==> src/cau_pkg.sv <==
package cau_pkg;

  // part width and fraction bits of the operand and result words
  localparam int PART_W = 32;
  localparam int FRAC_W = 16;

  // derived widths
  localparam int PROD_W = 2 * PART_W;          // exact product of two parts
  localparam int SUM_W  = PROD_W + 1;          // sum of two products
  localparam int DEN_W  = PROD_W;              // squared magnitude of the divisor
  localparam int QUO_W  = PART_W + 1;          // quotient bits kept, before halving
  localparam int MAG_W  = SUM_W + 1;           // common width for clamping

  typedef enum logic [2:0] {
    OP_ADD = 3'd0,
    OP_SUB = 3'd1,
    OP_MUL = 3'd2,
    OP_DIV = 3'd3,
    OP_REM = 3'd4
  } op_e;

  typedef enum logic [1:0] {
    ST_OK       = 2'd0,
    ST_INVALID  = 2'd1,
    ST_DIV_ZERO = 2'd2,
    ST_SAT      = 2'd3
  } st_e;

  typedef struct packed {
    logic [2:0]               operation;
    logic signed [PART_W-1:0] a_real;
    logic signed [PART_W-1:0] a_imag;
    logic signed [PART_W-1:0] b_real;
    logic signed [PART_W-1:0] b_imag;
  } in_word_t;

  typedef struct packed {
    logic signed [PART_W-1:0] result_real;
    logic signed [PART_W-1:0] result_imag;
    logic [1:0]               status;
  } out_word_t;

  // products after the multiplier stage
  typedef struct packed {
    logic [2:0]               op;
    logic signed [PART_W:0]   sum_re;
    logic signed [PART_W:0]   sum_im;
    logic signed [PROD_W-1:0] p_rr;
    logic signed [PROD_W-1:0] p_ii;
    logic signed [PROD_W-1:0] p_ri;
    logic signed [PROD_W-1:0] p_ir;
    logic signed [PROD_W-1:0] p_bbr;
    logic signed [PROD_W-1:0] p_bbi;
  } prod_t;

  // one part of the result as it moves through the divider
  typedef struct packed {
    logic              neg;
    logic [SUM_W-1:0]  mag;
    logic [QUO_W-1:0]  quo;
    logic              ovf;
    logic [DEN_W-1:0]  rem;
  } lane_t;

  typedef struct packed {
    logic [2:0]             op;
    logic signed [PART_W:0] sum_re;
    logic signed [PART_W:0] sum_im;
    logic [DEN_W-1:0]       den;
    lane_t                  re;
    lane_t                  im;
  } dvs_t;

  typedef struct packed {
    logic signed [PART_W-1:0] val;
    logic                     sat;
  } part_t;

  // clamp a sign and magnitude to the part range
  function automatic part_t clamp_mag(logic neg, logic [MAG_W-1:0] mag);
    part_t             r;
    logic [MAG_W-1:0]  lim;
    logic [MAG_W-1:0]  m;
    lim   = {{(MAG_W-PART_W){1'b0}}, neg, {(PART_W-1){~neg}}};
    r.sat = mag > lim;
    m     = r.sat ? lim : mag;
    r.val = neg ? -m[PART_W-1:0] : m[PART_W-1:0];
    return r;
  endfunction

endpackage

==> src/cau_div_step.sv <==
module cau_div_step #(
  parameter int BitPos = 0
) (
  input  logic          clk_i,
  input  logic          rst_ni,
  input  logic          up_valid_i,
  output logic          up_ready_o,
  input  cau_pkg::dvs_t up_data_i,
  output logic          dn_valid_o,
  input  logic          dn_ready_i,
  output cau_pkg::dvs_t dn_data_o
);
  import cau_pkg::*;

  localparam int SrcBit = BitPos - FRAC_W - 1;

  dvs_t data_d, data_q;
  logic valid_q;
  logic xbit_re, xbit_im;
  logic [DEN_W:0] r2_re, r2_im, den_x;

  // next dividend bit: magnitude shifted up by fraction bits plus one
  if (SrcBit >= 0) begin : g_src
    assign xbit_re = up_data_i.re.mag[SrcBit];
    assign xbit_im = up_data_i.im.mag[SrcBit];
  end else begin : g_zero
    assign xbit_re = 1'b0;
    assign xbit_im = 1'b0;
  end

  // one restoring division step per part
  always_comb begin
    den_x  = {1'b0, up_data_i.den};
    r2_re  = {up_data_i.re.rem, xbit_re};
    r2_im  = {up_data_i.im.rem, xbit_im};
    data_d = up_data_i;
    if (r2_re >= den_x) begin
      data_d.re.rem         = DEN_W'(r2_re - den_x);
      data_d.re.quo[BitPos] = 1'b1;
    end else begin
      data_d.re.rem = r2_re[DEN_W-1:0];
    end
    if (r2_im >= den_x) begin
      data_d.im.rem         = DEN_W'(r2_im - den_x);
      data_d.im.quo[BitPos] = 1'b1;
    end else begin
      data_d.im.rem = r2_im[DEN_W-1:0];
    end
  end

  assign up_ready_o = !valid_q || dn_ready_i;

  always_ff @(posedge clk_i or negedge rst_ni) begin
    if (!rst_ni) begin
      valid_q <= 1'b0;
    end else if (up_ready_o) begin
      valid_q <= up_valid_i;
    end
  end

  always_ff @(posedge clk_i) begin
    if (up_ready_o && up_valid_i) data_q <= data_d;
  end

  assign dn_valid_o = valid_q;
  assign dn_data_o  = data_q;

endmodule

==> config.mk <==
export PLATFORM = sky130hd
export DESIGN_NAME = cau_div_step
export DESIGN_NICKNAME = d
export VERILOG_FILES = /design/src/cau_pkg.sv /design/src/cau_div_step.sv
export SDC_FILE = /design/constraint.sdc
export NUM_CORES = 1
export LEC_CHECK = 0
export BUFFER_PORTS_ARGS = -buffer_cell sky130_fd_sc_hd__buf_2
export CORE_AREA = 5 5 361 363
export CTS_CLUSTER_DIAMETER = 120
export CTS_CLUSTER_SIZE = 16
export DETAILED_ROUTE_END_ITERATION = 8
export DIE_AREA = 0 0 366 368
export HOLD_SLACK_MARGIN = 0.12
export SLEW_MARGIN = 20
export SYNTH_ARGS = -nofsm -noshare
export SYNTH_HDL_FRONTEND = slang
export SYNTH_SLANG_ARGS = --single-unit
==> constraint.sdc <==
create_clock -name clk_i -period 16.3 [get_ports clk_i]
set_clock_uncertainty 0.15 [all_clocks]
set_input_delay 2.445 -clock clk_i [delete_from_list [all_inputs] [get_ports clk_i]]
set_output_delay 2.445 -clock clk_i [all_outputs]
set_load 0.01 [all_outputs]
Yosys cells after proc, flatten, opt, wreduce, memory -nomap -nowiden --
Index checks and enable logic that the tools add are counted.
Operators by class: order comparisons 2, reduce and logical (&&, ||, !) cells 3, add/sub/neg operators 2, multiplexer cells 2
Operators with widths (number):
- 65-bit by 64-bit >= comparator with 1-bit output | 2
- 64-bit 2-to-1 mux | 2
- 64-bit subtractor | 2
- 1-bit logical AND | 1
- 1-bit zero test | 1
- 1-bit logical OR | 1
Word-level totals: input port bits 465, output and inout bits 463, register bits 462, word-level logic and storage cells 28

Logic depth before layout (Yosys ltp) --
depth after elaboration 3, mapped depth 16

Worst setup path after synthesis --
No wires, ideal clock.
path kind input to register, from in dn_ready_i, to reg data_q (netlist bit dn_data_o[0]) (enable), path buffers 0, library setup time 0.887 ns, path slack 2.168 ns, stages 2, arrival time 13.096 ns, path through nand2b_1 > and2_1
Between the ends: cells in the longest elaborated chain, start to end 2
RTL lines:
- start: declaration | line cau_div_step.sv:10 | input logic dn_ready_i,
- 1-bit logical OR | line cau_div_step.sv:51 | assign up_ready_o = !valid_q || dn_ready_i;
- 1-bit logical AND | line cau_div_step.sv:62 | if (up_ready_o && up_valid_i) data_q <= data_d;
- end signal: assignment | line cau_div_step.sv:62
- end: declaration | line cau_div_step.sv:17 | dvs_t data_d, data_q;
No other way between the ends. A chain may end at the register's enable or synchronous reset.

==> run metrics <==
run status complete, no violations; Clock transition at path regs 0.07 ns; initial antenna violation count 168; core area 127000 um2; Syn Std Cell Area 22900 um2; total track usage 0.179; total number of vias 19.8k; I/O Buffers 927; pre-CTS setup slack 8.69 ns; slowest stage cell, crit path buf_4; Crit. End Element flip-flop; register area share after synthesis 0.604; Yosys top cell area share 0.603; Final setup viols 0; hold crit path type flip-flop to flip-flop; Fin. Hold Viols 0; gp weighted congestion 0.918; hold_buf cts 0; Starting DRT DRC Count 1294; total power draw 3.06 mW; CTS root buffer clkbuf_16; most frequent cells in the layout buf_2 (927), edfxtp_1 (461), nand2_1 (222); IO Pins 928; Cell Chain, Critical Path buf_2, inv_1, ha_1, nor2b_1, o21ba_2, o21ai_0, and4_1, o31ai_1, a31oi_1, buf_4, o21ai_1, a22oi_2, buf_4, buf_4, o21ai_0; Worst VDD drop 0.0000938 V; Reg-to-Reg End dn_data_o[280]; # fillers 13.7k; H-Tree Depth 2; RSZ-0062 raised after global routing false; R2R depth 4; Area growth, synth to finish 33.5%; Cell Area, Placed 29400 um2; CTS tree done; DPL Wire Length 109000 um; Power Density 100 nW/um2; DRT Pass-1 Iters 5; syn_nets 2525; Worst EP arrival 6.97 ns; Async SR Flop Fraction 0.00216; actual slew at the worst max-slew pin 1.20 ns; CP endpoint dn_data_o[193]; Post-CTS Setup Inserts 0; post-route cell area 30600 um2; nets 3428; CTS Buffer Depth 3; largest net degree at the start of global routing 137; CP startpoint up_data_i[329]; synthesis-stage register bit count 462; GRT Residual Overflow 0; fin crit period 6.85 ns; worst reg-to-reg setup slack 12.60 ns; largest fanout on the critical path 97; Cell variety after synth 73; number of flops mapped to enable cells by yosys 461; startpoint class of the critical path primary input; die area 135000 um2; synthesized area per cell 11.9 um2; clk_lat worst skew 0.60 ns; WL/cell 27.8 um; yosys synthesis warning count 0; Vert. Die Dim 368 um; post-CTS sizing 0; cells after synthesis 1930; final setup margin 9.45 ns; share of layout cells above drive strength 1 0.353; Initial Util 0.181; Max-slew headroom 0.194; Yosys top cell by area edfxtp_1; Num CTS Buffers 37; Synth area leaders edfxtp_1 (60%), ha_1 (7.0%), o21ai_0 (4.3%); Largest stage delay, worst path 0.67 ns; Lkg Pwr 12.7 nW; CP required 16.43 ns; final wirelength 126000 um; Max Slew Vio Count 0; cell mode on critical path buf_4; most common cell after layout, fill and taps aside buf_2; Die X 366 um; max capacitance violation total 0; # rows 131; Peak Freq 0.146 GHz; Via-to-Cell Ratio 4.35; r2r startpoint dn_valid_o; TNS Setup 0 ns; Clock Sinks 462; Setup Crit Path Kind primary input to flip-flop; Tcrit/Tclk final 0.420; drt drc 0; vias in the first global route 19.4k; Main synth FF type edfxtp_1; global-route wire length before repair 166000 um; Antenna Violating Nets Remaining 0
## power by group
group | internal (mW) | switching (mW)
Combinational | 0.246 | 0.447
Clock | 0.451 | 0.474
Sequential | 1.42 | 0.0224
Total | 2.12 | 0.943
## cell type report
type                            count  area [um2]  area share
Antenna cell                       34        85.1     0.00278
Clock buffer                       44         952      0.0311
Clock inverter                     11         135     0.00441
Inverter                          109         409      0.0134
Multi-Input combinational cell   1283        8340       0.272
Sequential cell                   462       13900       0.453
Tap cell                         1662        2080      0.0679
Timing Repair Buffer              940        4750       0.155
## flip-flops by register name, indices dropped and copies added, names as in the netlist
register / cells
dn_valid_o: 1
dn_data_o: 461
## kinds of logic (layout without fill, tap and decap cells)
group,after synthesis,in the layout,share of synthesized area
AOI/OAI and AO/OA,575,575,0.152
xor gates and xnor gates,114,114,0.0435
adders and majority gates,130,130,0.0715
buffers and inverters,185,1104,0.0323
DFF,462,462,0.604
muxes,12,12,0.00562
other,0,34,0
and+or+nand+nor,452,452,0.0907
## critical path: cells and delay by family
| kind | cells | cell delay (ns) |
|---|---|---|
| buffers and inverters | 5 | 1.42 |
| adder cells (fa/ha/maj) | 1 | 0.29 |
| AO/OA/AOI/OAI | 7 | 2.02 |
| AND/OR/NAND/NOR | 2 | 0.62 |
## stage by stage
stage	hold slack, ns	util	cells
floorplan	0.472	-	1930
global placement	0.575	0.232	4456
detailed placement	0.562	0.232	4456
CTS	0.583	0.241	4511
global route	0.654	0.241	4519
finish	0.650	0.242	4545
## how the worst min path moves through the flow
stage	slack, ns	startpoint	cells after the start	to
after detailed placement	0.56	dn_valid_o	2	dn_valid_o
after global routing	0.65	dn_valid_o	2	dn_valid_o
after global placement	0.57	dn_valid_o	2	dn_valid_o
after CTS	0.58	dn_valid_o	2	dn_valid_o
final	0.65	dn_valid_o	2	dn_valid_o
after floorplan	0.47	dn_valid_o	2	dn_valid_o
## Yosys cell counts, drive strengths merged (18+ instances only)
library cell and count:
a21o 60, a21oi 166, a31oi 18, clkbuf 61
edfxtp 461, ha 128, inv 109, nand2 222
nand3 29, nand4 35, nor2 68, o21ai 200
o21bai 26, xnor2 65, xor2 49
## layer usage
metal / routed length [um] / global-route usage / vias up
met5: 138 / 0 / -
met3: 12600 / 0.0745 / 345
met1: 44000 / 0.184 / 9423
li1: - / - / 9030
met4: 4070 / 0.0346 / 22
met2: 65500 / 0.340 / 945
Note: power is estimated with default switching activity, not from simulation.
